File: config.mk
export PLATFORM = sky130hd
export DESIGN_NAME = serial_onewire_bridge_commands_flat
export DESIGN_NICKNAME = d
export VERILOG_FILES = /design/src/sv/sobc_pkg.sv /design/src/sv/sobc_in_if.sv /design/src/sv/sobc_out_if.sv /design/src/sv/sobc_front.sv /design/src/sv/sobc_queue.sv /design/src/sv/sobc_back.sv /design/src/sv/serial_onewire_bridge_commands.sv /design/src/flat_wrapper.sv
export SDC_FILE = /design/constraint.sdc
export NUM_CORES = 1
export LEC_CHECK = 0
export BUFFER_PORTS_ARGS = -buffer_cell sky130_fd_sc_hd__buf_2
export CORE_AREA = 4 4 78 153
export DETAILED_ROUTE_END_ITERATION = 12
export DIE_AREA = 0 0 82 157
export GPL_TIMING_DRIVEN = 0
export PLACE_DENSITY = 0.75
export SYNTH_ARGS = -nofsm -noshare
export SYNTH_HDL_FRONTEND = slang
export SYNTH_HIERARCHICAL = 1
export SYNTH_SLANG_ARGS = --single-unit
export TNS_END_PERCENT = 100
File: constraint.sdc
create_clock -name i_clk -period 2.71 [get_ports i_clk]
set_input_delay 0.1355 -clock i_clk [delete_from_list [all_inputs] [get_ports i_clk]]
set_output_delay 0.1355 -clock i_clk [all_outputs]
set_load 0.01 [all_outputs]
File: src/sv/sobc_pkg.sv
package sobc_pkg;

    // bridge mode register, one-hot
    typedef enum logic [2:0] {
        BR_CMD  = 3'b001,
        BR_DATA = 3'b010,
        BR_ESC  = 3'b100
    } t_mode;

    // what the back end has to do for one queued request
    typedef enum logic [2:0] {
        OP_DATA_NORMAL,
        OP_DATA_SEARCH,
        OP_SINGLE_BIT,
        OP_BUS_RESET,
        OP_PULSE,
        OP_PARAM_WR,
        OP_PARAM_RD
    } t_op_kind;

    // bus action codes on the result channel
    localparam logic [2:0] ACT_NONE   = 3'd0;
    localparam logic [2:0] ACT_RESET  = 3'd1;
    localparam logic [2:0] ACT_SLOT   = 3'd2;
    localparam logic [2:0] ACT_NORMAL = 3'd3;
    localparam logic [2:0] ACT_SEARCH = 3'd4;

    // special host bytes
    localparam logic [7:0] BYTE_ESCAPE    = 8'hE3;
    localparam logic [7:0] BYTE_DATA_MODE = 8'hE1;
    localparam logic [7:0] BYTE_IGNORE    = 8'hF1;

    // command decode: mask and sub-codes
    localparam logic [7:0] CMD_MASK        = 8'hE1;
    localparam logic [7:0] CMD_SINGLE_BIT  = 8'h81;
    localparam logic [7:0] CMD_SEARCH_CTL  = 8'hA1;
    localparam logic [7:0] CMD_BUS_RESET   = 8'hC1;
    localparam logic [7:0] CMD_PULSE       = 8'hE1;

    // response masks and fills
    localparam logic [7:0] MASK_BIT_ECHO   = 8'h9C;
    localparam logic [7:0] FILL_SPU_RESP   = 8'hEC;
    localparam logic [7:0] FILL_RESET_RESP = 8'hCC;
    localparam logic [7:0] MASK_PARAM_SEL  = 8'h70;
    localparam logic [7:0] MASK_PARAM_VAL  = 8'h0E;
    localparam logic [7:0] MASK_PARAM_RD   = 8'hF0;
    localparam logic [7:0] MASK_PARAM_WR   = 8'hFE;
    localparam logic [7:0] MASK_PULSE      = 8'h1C;
    localparam logic [7:0] FILL_PULSE_RESP = 8'hE0;

    localparam int PARAM_DEPTH = 8;
    localparam int QUEUE_DEPTH = 2;

    typedef struct packed {
        t_op_kind    kind;
        logic [7:0]  cmd;
        logic [11:0] smp;
        logic        rst_a;
        logic        rst_b;
        logic [2:0]  pval;
    } t_op;

endpackage

File: src/sv/sobc_in_if.sv
interface sobc_in_if;
    logic        valid;
    logic        ready;
    logic [7:0]  host_byte;
    logic        frame_error;
    logic [11:0] slot_samples;
    logic        reset_sample_a;
    logic        reset_sample_b;

    modport source (output valid, host_byte, frame_error, slot_samples,
                    reset_sample_a, reset_sample_b, input ready);
    modport sink (input valid, host_byte, frame_error, slot_samples,
                  reset_sample_a, reset_sample_b, output ready);
endinterface

File: src/sv/sobc_out_if.sv
interface sobc_out_if;
    logic        valid;
    logic        ready;
    logic [7:0]  resp_byte;
    logic        last;
    logic [2:0]  bus_action;
    logic [11:0] driven_bits;
    logic        strong_pullup;

    modport source (output valid, resp_byte, last, bus_action, driven_bits,
                    strong_pullup, input ready);
    modport sink (input valid, resp_byte, last, bus_action, driven_bits,
                  strong_pullup, output ready);
endinterface

File: src/sv/sobc_front.sv
module sobc_front (
    input  logic         i_clk,
    input  logic         i_rst_n,
    sobc_in_if.sink      i_in,
    input  logic         i_q_full,
    output logic         o_push,
    output sobc_pkg::t_op o_op
);

    sobc_pkg::t_mode r_mode, n_mode;
    logic            r_srch, n_srch;
    logic            r_disc, n_disc;
    logic [2:0]      r_param [sobc_pkg::PARAM_DEPTH];

    logic       accept;
    logic       do_cmd;
    logic       do_data;
    logic       clr_tbl;
    logic       tbl_we;
    logic [7:0] c;

    assign i_in.ready = !i_q_full;
    assign accept     = i_in.valid && !i_q_full;
    assign c          = i_in.host_byte;

    always_comb begin
        n_mode  = r_mode;
        n_srch  = r_srch;
        n_disc  = r_disc;
        clr_tbl = 1'b0;
        do_cmd  = 1'b0;
        do_data = 1'b0;
        if (accept) begin
            if (i_in.frame_error) begin
                n_mode  = sobc_pkg::BR_CMD;
                n_srch  = 1'b0;
                n_disc  = 1'b1;
                clr_tbl = 1'b1;
            end else if (r_disc) begin
                n_disc = 1'b0;
            end else begin
                unique case (r_mode)
                    sobc_pkg::BR_DATA: begin
                        if (c == sobc_pkg::BYTE_ESCAPE) begin
                            n_mode = sobc_pkg::BR_ESC;
                        end else begin
                            do_data = 1'b1;
                        end
                    end
                    sobc_pkg::BR_ESC: begin
                        if (c == sobc_pkg::BYTE_ESCAPE) begin
                            n_mode  = sobc_pkg::BR_DATA;
                            do_data = 1'b1;
                        end else begin
                            n_mode = sobc_pkg::BR_CMD;
                            do_cmd = 1'b1;
                        end
                    end
                    default: begin
                        n_mode = sobc_pkg::BR_CMD;
                        if (c == sobc_pkg::BYTE_DATA_MODE) begin
                            n_mode = sobc_pkg::BR_DATA;
                        end else if (c != sobc_pkg::BYTE_ESCAPE
                                     && c != sobc_pkg::BYTE_IGNORE) begin
                            do_cmd = 1'b1;
                        end
                    end
                endcase
            end
        end
        // search accelerator on/off
        if (do_cmd && ((c & sobc_pkg::CMD_MASK) == sobc_pkg::CMD_SEARCH_CTL)) begin
            n_srch = c[4];
        end
    end

    // classify the request and build the queue entry
    always_comb begin
        o_push       = 1'b0;
        tbl_we       = 1'b0;
        o_op.kind    = r_srch ? sobc_pkg::OP_DATA_SEARCH : sobc_pkg::OP_DATA_NORMAL;
        o_op.cmd     = c;
        o_op.smp     = i_in.slot_samples;
        o_op.rst_a   = i_in.reset_sample_a;
        o_op.rst_b   = i_in.reset_sample_b;
        o_op.pval    = r_param[c[3:1]];
        if (do_data) begin
            o_push = 1'b1;
        end else if (do_cmd) begin
            if (c[7]) begin
                unique case (c & sobc_pkg::CMD_MASK)
                    sobc_pkg::CMD_SINGLE_BIT: begin
                        o_op.kind = sobc_pkg::OP_SINGLE_BIT;
                        o_push    = 1'b1;
                    end
                    sobc_pkg::CMD_SEARCH_CTL: begin
                    end
                    sobc_pkg::CMD_BUS_RESET: begin
                        o_op.kind = sobc_pkg::OP_BUS_RESET;
                        o_push    = 1'b1;
                    end
                    sobc_pkg::CMD_PULSE: begin
                        o_op.kind = sobc_pkg::OP_PULSE;
                        o_push    = 1'b1;
                    end
                    default: begin
                    end
                endcase
            end else if ((c & sobc_pkg::MASK_PARAM_SEL) != 8'h00) begin
                o_op.kind = sobc_pkg::OP_PARAM_WR;
                o_push    = 1'b1;
                tbl_we    = 1'b1;
            end else begin
                o_op.kind = sobc_pkg::OP_PARAM_RD;
                o_push    = 1'b1;
            end
        end
    end

    always_ff @(posedge i_clk) begin
        if (!i_rst_n) begin
            r_mode <= sobc_pkg::BR_CMD;
            r_srch <= 1'b0;
            r_disc <= 1'b1;
            for (int k = 0; k < sobc_pkg::PARAM_DEPTH; k++) begin
                r_param[k] <= 3'd0;
            end
        end else begin
            r_mode <= n_mode;
            r_srch <= n_srch;
            r_disc <= n_disc;
            if (clr_tbl) begin
                for (int k = 0; k < sobc_pkg::PARAM_DEPTH; k++) begin
                    r_param[k] <= 3'd0;
                end
            end else if (tbl_we) begin
                r_param[c[6:4]] <= c[3:1];
            end
        end
    end

endmodule

File: src/sv/sobc_queue.sv
module sobc_queue (
    input  logic          i_clk,
    input  logic          i_rst_n,
    input  logic          i_push,
    input  sobc_pkg::t_op i_op,
    input  logic          i_pop,
    output logic          o_full,
    output logic          o_valid,
    output sobc_pkg::t_op o_op
);

    sobc_pkg::t_op r_mem [sobc_pkg::QUEUE_DEPTH];
    logic          r_wp, r_rp;
    logic [1:0]    r_cnt, n_cnt;
    logic          do_push, do_pop;

    assign o_full  = (r_cnt == 2'(sobc_pkg::QUEUE_DEPTH));
    assign o_valid = (r_cnt != 2'd0);
    assign o_op    = r_mem[r_rp];
    assign do_push = i_push && !o_full;
    assign do_pop  = i_pop && o_valid;

    always_comb begin
        n_cnt = r_cnt;
        if (do_push && !do_pop) begin
            n_cnt = r_cnt + 2'd1;
        end else if (do_pop && !do_push) begin
            n_cnt = r_cnt - 2'd1;
        end
    end

    always_ff @(posedge i_clk) begin
        if (do_push) begin
            r_mem[r_wp] <= i_op;
        end
        if (!i_rst_n) begin
            r_wp  <= 1'b0;
            r_rp  <= 1'b0;
            r_cnt <= 2'd0;
        end else begin
            r_cnt <= n_cnt;
            if (do_push) begin
                r_wp <= ~r_wp;
            end
            if (do_pop) begin
                r_rp <= ~r_rp;
            end
        end
    end

endmodule

File: src/sv/sobc_back.sv
module sobc_back (
    input  logic          i_clk,
    input  logic          i_rst_n,
    input  logic          i_valid,
    input  sobc_pkg::t_op i_op,
    output logic          o_pop,
    sobc_out_if.source    o_out
);

    logic        r_valid;
    logic [7:0]  r_resp;
    logic        r_last;
    logic [2:0]  r_act;
    logic [11:0] r_drv;
    logic        r_spu;
    logic        r_phase;

    logic [7:0]  n_resp;
    logic        n_last;
    logic [2:0]  n_act;
    logic [11:0] n_drv;
    logic        n_spu;
    logic        load;

    logic [7:0]  s_resp;
    logic [11:0] s_drv;
    logic [7:0]  bit_resp;
    logic        bit_rd;

    assign o_out.valid         = r_valid;
    assign o_out.resp_byte     = r_resp;
    assign o_out.last          = r_last;
    assign o_out.bus_action    = r_act;
    assign o_out.driven_bits   = r_drv;
    assign o_out.strong_pullup = r_spu;

    assign load  = i_valid && (!r_valid || o_out.ready);
    assign o_pop = load && n_last;

    // search accelerator: four bit pairs, three slots each
    always_comb begin
        logic b0, b1, dir;
        s_resp = 8'd0;
        s_drv  = 12'd0;
        for (int i = 0; i < 4; i++) begin
            b0 = i_op.smp[3*i];
            b1 = i_op.smp[3*i+1];
            if (!(b0 | b1)) begin
                dir = i_op.cmd[2*i+1];
            end else if (!(b0 & b1)) begin
                dir = b0;
            end else begin
                dir = 1'b1;
            end
            s_resp[2*i +: 2] = {dir & i_op.smp[3*i+2], ~(b0 ^ b1)};
            s_drv[3*i +: 3]  = {dir, 2'b11};
        end
    end

    assign bit_rd   = i_op.cmd[4] & i_op.smp[0];
    assign bit_resp = (i_op.cmd & sobc_pkg::MASK_BIT_ECHO) | {6'd0, bit_rd, bit_rd};

    always_comb begin
        n_resp = 8'd0;
        n_last = 1'b1;
        n_act  = sobc_pkg::ACT_NONE;
        n_drv  = 12'd0;
        n_spu  = 1'b0;
        unique case (i_op.kind)
            sobc_pkg::OP_DATA_NORMAL: begin
                n_resp = i_op.cmd & i_op.smp[7:0];
                n_act  = sobc_pkg::ACT_NORMAL;
                n_drv  = {4'd0, i_op.cmd};
            end
            sobc_pkg::OP_DATA_SEARCH: begin
                n_resp = s_resp;
                n_act  = sobc_pkg::ACT_SEARCH;
                n_drv  = s_drv;
            end
            sobc_pkg::OP_SINGLE_BIT: begin
                n_spu = i_op.cmd[1];
                if (r_phase) begin
                    n_resp = (bit_resp & 8'h03) | sobc_pkg::FILL_SPU_RESP;
                end else begin
                    n_resp = bit_resp;
                    n_last = !i_op.cmd[1];
                    n_act  = sobc_pkg::ACT_SLOT;
                    n_drv  = {11'd0, i_op.cmd[4]};
                end
            end
            sobc_pkg::OP_BUS_RESET: begin
                n_resp = sobc_pkg::FILL_RESET_RESP | {6'd0, i_op.rst_b, i_op.rst_a};
                n_act  = sobc_pkg::ACT_RESET;
            end
            sobc_pkg::OP_PULSE: begin
                n_resp = (i_op.cmd & sobc_pkg::MASK_PULSE) | sobc_pkg::FILL_PULSE_RESP;
            end
            sobc_pkg::OP_PARAM_WR: begin
                n_resp = i_op.cmd & sobc_pkg::MASK_PARAM_WR;
            end
            sobc_pkg::OP_PARAM_RD: begin
                n_resp = (i_op.cmd & sobc_pkg::MASK_PARAM_RD) | {4'd0, i_op.pval, 1'b0};
            end
            default: begin
            end
        endcase
    end

    always_ff @(posedge i_clk) begin
        if (load) begin
            r_resp <= n_resp;
            r_last <= n_last;
            r_act  <= n_act;
            r_drv  <= n_drv;
            r_spu  <= n_spu;
        end
        if (!i_rst_n) begin
            r_valid <= 1'b0;
            r_phase <= 1'b0;
        end else begin
            if (load) begin
                r_valid <= 1'b1;
                r_phase <= !n_last;
            end else if (o_out.ready) begin
                r_valid <= 1'b0;
            end
        end
    end

endmodule

File: src/sv/serial_onewire_bridge_commands.sv
// channel   dir  handshake     payload
// i_in      in   valid/ready   host_byte, frame_error, slot_samples,
//                              reset_sample_a, reset_sample_b
// o_out     out  valid/ready   resp_byte, last, bus_action, driven_bits,
//                              strong_pullup
//
// the front end takes one request per cycle while the two-entry queue has room;
// mode, search flag and parameter table update in the accept cycle.
// the back end emits one response per cycle from its output register while o_out.ready
// is high; a request gives one response, or two for a single-bit slot with strong pullup.
// synchronous active-low reset; the first request after reset is dropped.
// a stalled output fills the queue and then deasserts i_in.ready.
module serial_onewire_bridge_commands (
    input  logic       i_clk,
    input  logic       i_rst_n,
    sobc_in_if.sink    i_in,
    sobc_out_if.source o_out
);

    logic          push, pop, q_full, q_valid;
    sobc_pkg::t_op push_op, head_op;

    sobc_front u_front (
        .i_clk    (i_clk),
        .i_rst_n  (i_rst_n),
        .i_in     (i_in),
        .i_q_full (q_full),
        .o_push   (push),
        .o_op     (push_op)
    );

    sobc_queue u_queue (
        .i_clk   (i_clk),
        .i_rst_n (i_rst_n),
        .i_push  (push),
        .i_op    (push_op),
        .i_pop   (pop),
        .o_full  (q_full),
        .o_valid (q_valid),
        .o_op    (head_op)
    );

    sobc_back u_back (
        .i_clk   (i_clk),
        .i_rst_n (i_rst_n),
        .i_valid (q_valid),
        .i_op    (head_op),
        .o_pop   (pop),
        .o_out   (o_out)
    );

endmodule

File: src/flat_wrapper.sv
// flat-port wrapper written by rule: the top's interface ports become plain ports
module serial_onewire_bridge_commands_flat 
  (i_clk, i_rst_n, i_in_valid, i_in_host_byte, i_in_frame_error, i_in_slot_samples, i_in_reset_sample_a, i_in_reset_sample_b, i_in_ready, o_out_valid, o_out_resp_byte, o_out_last, o_out_bus_action, o_out_driven_bits, o_out_strong_pullup, o_out_ready);
  sobc_in_if i_in_i ();
  sobc_out_if o_out_i ();
  input  logic i_clk;
  input  logic i_rst_n;
  input wire logic [$bits(i_in_i.valid)-1:0] i_in_valid;
  input wire logic [$bits(i_in_i.host_byte)-1:0] i_in_host_byte;
  input wire logic [$bits(i_in_i.frame_error)-1:0] i_in_frame_error;
  input wire logic [$bits(i_in_i.slot_samples)-1:0] i_in_slot_samples;
  input wire logic [$bits(i_in_i.reset_sample_a)-1:0] i_in_reset_sample_a;
  input wire logic [$bits(i_in_i.reset_sample_b)-1:0] i_in_reset_sample_b;
  output wire logic [$bits(i_in_i.ready)-1:0] i_in_ready;
  output wire logic [$bits(o_out_i.valid)-1:0] o_out_valid;
  output wire logic [$bits(o_out_i.resp_byte)-1:0] o_out_resp_byte;
  output wire logic [$bits(o_out_i.last)-1:0] o_out_last;
  output wire logic [$bits(o_out_i.bus_action)-1:0] o_out_bus_action;
  output wire logic [$bits(o_out_i.driven_bits)-1:0] o_out_driven_bits;
  output wire logic [$bits(o_out_i.strong_pullup)-1:0] o_out_strong_pullup;
  input wire logic [$bits(o_out_i.ready)-1:0] o_out_ready;
  assign i_in_i.valid = i_in_valid;
  assign i_in_i.host_byte = i_in_host_byte;
  assign i_in_i.frame_error = i_in_frame_error;
  assign i_in_i.slot_samples = i_in_slot_samples;
  assign i_in_i.reset_sample_a = i_in_reset_sample_a;
  assign i_in_i.reset_sample_b = i_in_reset_sample_b;
  assign i_in_ready = i_in_i.ready;
  assign o_out_valid = o_out_i.valid;
  assign o_out_resp_byte = o_out_i.resp_byte;
  assign o_out_last = o_out_i.last;
  assign o_out_bus_action = o_out_i.bus_action;
  assign o_out_driven_bits = o_out_i.driven_bits;
  assign o_out_strong_pullup = o_out_i.strong_pullup;
  assign o_out_i.ready = o_out_ready;
  serial_onewire_bridge_commands u_core (.i_clk(i_clk), .i_rst_n(i_rst_n), .i_in(i_in_i), .o_out(o_out_i));
endmodule
Word level (Yosys, flattened, before mapping)
Memory sizes are Yosys's and may differ from the RTL's. A register that Yosys moved wholly into a read port is not among the register bits.
Cells that the tools add are included.
Operators by class
  add/sub/neg operators: 2
  multipliers: 0
  div/mod/pow operators: 0
  magnitude comparators: 0
  equality and inequality tests: 19
  shifts and indexed selects: 0
  multiplexer cells: 80
  bitwise gates (word level): 34
  reductions and logical operators: 27
Operators with widths (count)
  8-bit case mux with 7 select lines: 1
  1-bit two-way mux: 50
  3-bit two-way mux: 16
  12-bit case mux with 3 select lines: 1
  4-bit == test (second input constant): 4
  8-bit == test (second input constant): 2
  8-bit != test (second input constant): 2
  3-bit == test (second input constant): 4
  2-bit two-way mux: 6
  1-bit OR: 12
  3-bit case mux with 4 select lines: 1
  2-bit nonzero test: 5
  1-bit AND: 9
  3-bit by 2-bit == test with 1-bit output (second input constant): 3
  1-bit logical AND: 9
  3-bit case mux with 3 select lines: 1
  8-bit AND: 1
  8-bit two-way mux: 1
  8-bit by 2-bit OR with 8-bit output: 1
  8-bit by 4-bit OR with 8-bit output: 1
  8-bit nonzero test: 1
  1-bit zero test: 6
  1-bit NOT: 6
  3-bit case mux with 2 select lines: 1
  other kinds (13): 18
Word-level totals
  bits in registers: 36
  bits in latches: 0
  RAM bits: 80
  bits in read-only memories: 0
  input port bits: 27
  output and inout bits: 27
  logic and storage cells: 177
  memories kept: 2
Memories
  u_core.u_queue.r_mem: depth 2, bits a word 28, read ports 1, clocked after memory_dff 1, wr ports 1, RTL line sobc_queue.sv:12  | sobc_pkg::t_op r_mem [sobc_pkg::QUEUE_DEPTH];
  u_core.u_front.r_param: depth 8, bits a word 3, read ports 1, clocked after memory_dff 0, wr ports 8, RTL line sobc_front.sv:13  | logic [2:0] r_param [sobc_pkg::PARAM_DEPTH];

Depth between registers and ports, before layout
  word-level depth: 16
  depth in mapped cells: 11
  mapped depth without buffers: 11

Hierarchy
Netlist, hierarchy kept.
Modules (own cells, without submodules)
  sobc_queue: times used 1, cells each 112, area an instance 2253.4 sq um, seq. area each 1781.7 sq um
  sobc_front: times used 1, cells each 172, area an instance 1794.2 sq um, seq. area each 820.8 sq um
  sobc_back: times used 1, cells each 143, area an instance 1535.2 sq um, seq. area each 760.7 sq um

Worst setup path after synthesis
No wires, ideal clock.
  kind: reg2reg
  start point: reg u_core.u_queue.r_cnt[0]
  end point: mem u_core/u_queue/r_mem[0][0] in the netlist's numbering (enable)
  library setup time: 0.410 ns
  arrival time: 2.535 ns
  data required time: 2.300 ns
  path slack: -0.235 ns
  cell stages (with the launch flop): 8
  buffers on the path: 0
  period minus slack after synthesis: 2.945 ns
  path through: dfxtp_1 > nand2b_1 > inv_2 > nor2b_1 > nor3b_1 > o221a_2 > inv_1 > nor3_2
On the way
  longest elaborated chain between the ends: 9
  elaborated cells on any way between the ends: 10
  classes of those cells: eq/ne: 1; mux: 6; reduce/logical: 3
Ends and longest elaborated chain
  from (decl): RTL line sobc_queue.sv:14  | logic [1:0] r_cnt, n_cnt;
  from (signal assigned): RTL line sobc_queue.sv:41  | r_cnt <= n_cnt;
  2-bit == test (*): RTL line sobc_queue.sv:17  | assign o_full = (r_cnt == 2'(sobc_pkg::QUEUE_DEPTH));
  net u_core.q_full: RTL line serial_onewire_bridge_commands.sv:20  | logic push, pop, q_full, q_valid;
  1-bit zero test (*): RTL line sobc_front.sv:23  | assign accept = i_in.valid && !i_q_full;
  1-bit logical AND (*): RTL line sobc_front.sv:23
  1-bit two-way mux: RTL line sobc_front.sv:33  | if (accept) begin
  1-bit two-way mux: RTL line sobc_front.sv:89  | end else if (do_cmd) begin
  1-bit two-way mux (*): RTL line sobc_front.sv:87  | if (do_data) begin
  net u_core.push: RTL line serial_onewire_bridge_commands.sv:20
  1-bit logical AND (*): RTL line sobc_queue.sv:20  | assign do_push = i_push && !o_full;
  1-bit two-way mux (*): RTL line sobc_queue.sv:33  | if (do_push) begin
  1-bit two-way mux (implied by the code) (*): RTL line sobc_queue.sv:34  | r_mem[r_wp] <= i_op;
  to (decl): RTL line sobc_queue.sv:12
Mark *: on every way through the listed nets, which the timed path passes. The rest lies on a longest branch.

==> flow_summary_export.csv <==
group,metric,value,unit
clock_tree,clock-sinks,116,
yosys,ys_seq_area_share,60.24,%
drt,first_pass_iters,8,
final_layout,final_nets,539,
clock_tree,clk_latency,0.40,ns
timing,fin_skew,0.008733,ns
pwr,total_power,4.326,mW
clock_tree,cts_max_level,4,
timing,timing.final.ws_setup,0.2037,ns
global_route,overflow,0,
global_route,grt_pass1_wl,17.94,mm
placement,dpl_worst_slack,-0.4382,ns
clock_tree,cts_buffer_depth,2,
drt,drt_iter0_drc,235,
yosys,avgSynthCellArea,13.07,um2
critical_path,startpoint_type,"register",
yosys,synth_edf_count,104,
final_layout,area_growth,20.37,%
hold_path,holdCritPathClass,"in2reg",
timing,fin_crit_sh,92.48,%
critical_path,end_kind,"register",
die,fp.dieArea,12870,um2
clock_tree,clk_pin_slew_worst_paths,0.05,ns
final_layout,multiInputGateArea,1888,um2
clock_tree,clock_tree.root_cell,"clkbuf_16",
die,die_w,82,um
final_layout,fin_cells,656,
timing,slew_headroom,46.52,%
job,drv_cap,0,
timing,slew_violations,0,
drt,vias,3614,
global_route,grt_max_degree,29,
critical_path,cp_cell_sequence,"buf_4, mux2_2, buf_6, nor2b_2, and3_1, nor2_1, o21ai_1, ha_1, or3_1, a21boi_1",
global_route,antenna_found_initial,0,
yosys,ys_warn_count,6,
pwr,ir_drop,0.0006012,V
yosys,yosysUniqueCellTypes,67,
critical_path,cp_slowest_cell,"mux2_2",
timing,worst_pin_slew,0.8014,ns
critical_path,crit_type,"reg2reg",
drt,via_per_inst,5.509,
timing,hold_viol_final,0,
die,core_area,10810,um2
timing,hold_ws,0.03771,ns
timing,fmax,399.0,MHz
die,ios,54,
yosys,ys_async_sr_fraction,0,%
yosys,synth_seq_cells,116,
final_layout,drive_gt1_share,30.62,%
yosys,synthCells,427,
final_layout,fillers,852,
die,num_rows,54,
outcome,status,"finished, final reports clean",
pwr,p_per_area,643.7,nW/um2
placement,dp_hpwl,8.041,mm
global_route,grt_pass1_vias,3715,
drt,drtAntennaViolNets,0,
pwr,leakagePower,2.456,nW
clock_tree,tritoncts,"yes",
final_layout,antenna_cells,0,
placement,gp_congestion,0.9052,
clock_tree,cts_made_buffers,17,
drt,drc,0,
yosys,synthFlopType,"edfxtp_1",
placement,place_inst,604,
final_layout,regArea,3364,um2
critical_path,cp.required,3.04,ns
timing,rsz0062_at_grt,"false",
critical_path,critPathMaxFanout,10,
drt,drt-total-wl,11.28,mm
die,start_util,51.64,%
drt,wire_per_inst,17.19,um
global_route,grtUsageTotal,19.22,%
timing,final-setup-viol-count,0,
placement,portBuffers,35,
die,chipHeight,157,um
critical_path,max_stage_delay,0.36,ns
critical_path,cp.arrival,2.84,ns
timing,period_minus_slack,2.506,ns
yosys,synthesis.area,5583,um2
==> area by class of cell <==
| class | instances | share of cell area, % |
|---|---|---|
| clock buffer | 25 | 7.075 |
| sequential | 116 | 50.07 |
| clock inverter | 7 | 0.8937 |
| multi-input combinational | 251 | 28.10 |
| tap | 140 | 2.607 |
| buffer | 41 | 4.450 |
| inverter | 22 | 1.229 |
| timing repair buffer | 54 | 5.586 |
==> flip-flops by register name (all words and copies together) (netlist names), named ones only <==
signal,flops
u_core/u_back/o_out.bus_action,3
u_core/u_back/o_out.driven_bits,11
u_core/u_back/o_out.last,1
u_core/u_back/o_out.resp_byte,8
u_core/u_back/o_out.strong_pullup,1
u_core/u_back/o_out.valid,1
u_core/u_back/r_phase,1
u_core/u_front/r_disc,1
u_core/u_front/r_mode,3
u_core/u_front/r_param,24
u_core/u_front/r_srch,1
u_core/u_queue/r_cnt,2
u_core/u_queue/r_mem,56
u_core/u_queue/r_rp,1
u_core/u_queue/r_wp,1
==> synthesized netlist by cell type, types with 4 or more instances <==
| cell type | instances | area (um2) |
|---|---|---|
| inv_1 | 19 | 71.32 |
| nand2b_1 | 8 | 50.05 |
| nor2_1 | 26 | 97.59 |
| edfxtp_1 | 104 | 3123 |
| o31ai_1 | 5 | 37.54 |
| nor2b_1 | 7 | 43.79 |
| nor3_1 | 18 | 90.09 |
| buf_2 | 6 | 30.03 |
| a21oi_1 | 14 | 70.07 |
| mux2i_1 | 5 | 50.05 |
| buf_4 | 26 | 195.2 |
| buf_6 | 5 | 56.30 |
| nand3_1 | 8 | 40.04 |
| nand4_1 | 4 | 25.02 |
| dfxtp_1 | 12 | 240.2 |
| nand2_1 | 20 | 75.07 |
| mux2_2 | 32 | 360.4 |
| ha_1 | 9 | 112.6 |
| o21a_1 | 7 | 52.55 |
| and2_1 | 5 | 31.28 |
| o21ai_1 | 5 | 25.02 |
| mux4_2 | 6 | 135.1 |
| o21ai_0 | 11 | 55.05 |
| clkbuf_1 | 4 | 15.01 |
==> repair_timing <==
item | 4_1_cts | 5_1_grt
resized for setup | 3 | 6
hold endpoints to repair | 36 | 0
pin swaps | 1 | 0
cloned | 1 | 0
setup endpoints to repair | 57 | 42
buffers inserted | 1 | 0
hold buffers | 18 | 0
==> critical path, delay by kind of cell (launching register included) <==
family	cells	cell delay (ns)
AOI/OAI and AO/OA	2	0.25
DFF	1	0.31
muxes	1	0.36
adders and majority gates	1	0.33
and+or+nand+nor	4	0.87
buffers and inverters	2	0.33
==> per-layer routing <==
metal | track usage (%) | up-vias | wire length, um
met1 | 17.99 | 1686 | 3781
met5 | 0 | - | 0
li1 | - | 1721 | -
met4 | 12.20 | 0 | 544
met2 | 34.70 | 169 | 6346
met3 | 5.785 | 38 | 604
==> cell usage in the layout, fill, tap and decap left out, types with 10 or more instances in the layout <==
master and n:
clkbuf_16 17, dlygate4sd3_1 18, buf_4 27, o21ai_0 11, a21oi_1 14, inv_1 19
nor3_1 18, buf_2 40, nand2_1 20, mux2_2 32, clkbuf_1 10, nor2_1 26
edfxtp_1 104, dfxtp_1 11
==> final timing paths <==
path	start	end	slack, ns	cells after the start
setup / recovery	register	u_core/u_queue/r_cnt[1]	0.20	10
hold / removal	i_rst_n	u_core/u_queue/r_wp	0.04	2
setup reg to reg	register	u_core/u_queue/r_cnt[1]	0.20	10
hold reg to reg	u_core/u_front/r_srch	u_core/u_front/r_srch	0.49	2
==> report_power, final <==
part | switching (mW) | internal, mW | leakage (nW)
logic | 0.165 | 0.135 | 1.11
registers | 0.0171 | 2.01 | 1.08
clock network | 0.704 | 1.29 | 0.269
total | 0.886 | 3.44 | 2.46
==> metrics by stage <==
stage	utilization, %	setup TNS [ns]	area, um2
6_report	62.16	0	6720
2_1_floorplan	-	0	5597
3_5_place_dp	55.01	-21.91	5947
4_1_cts	62.03	0	6705
5_1_grt	62.16	0	6720
3_3_place_gp	55.01	-15.34	5947
==> logic make-up after synthesis <==
logic type | after synthesis | synth area share, %
other | 1 | 0.06717
muxes | 43 | 9.772
adders and majority gates | 9 | 2.017
DFF | 116 | 60.24
xor gates and xnor gates | 3 | 0.4707
and+or+nand+nor | 120 | 11.81
AOI/OAI and AO/OA | 72 | 8.830
buffers and inverters | 63 | 6.791
No activity file was read; power rests on OpenSTA's default activity.
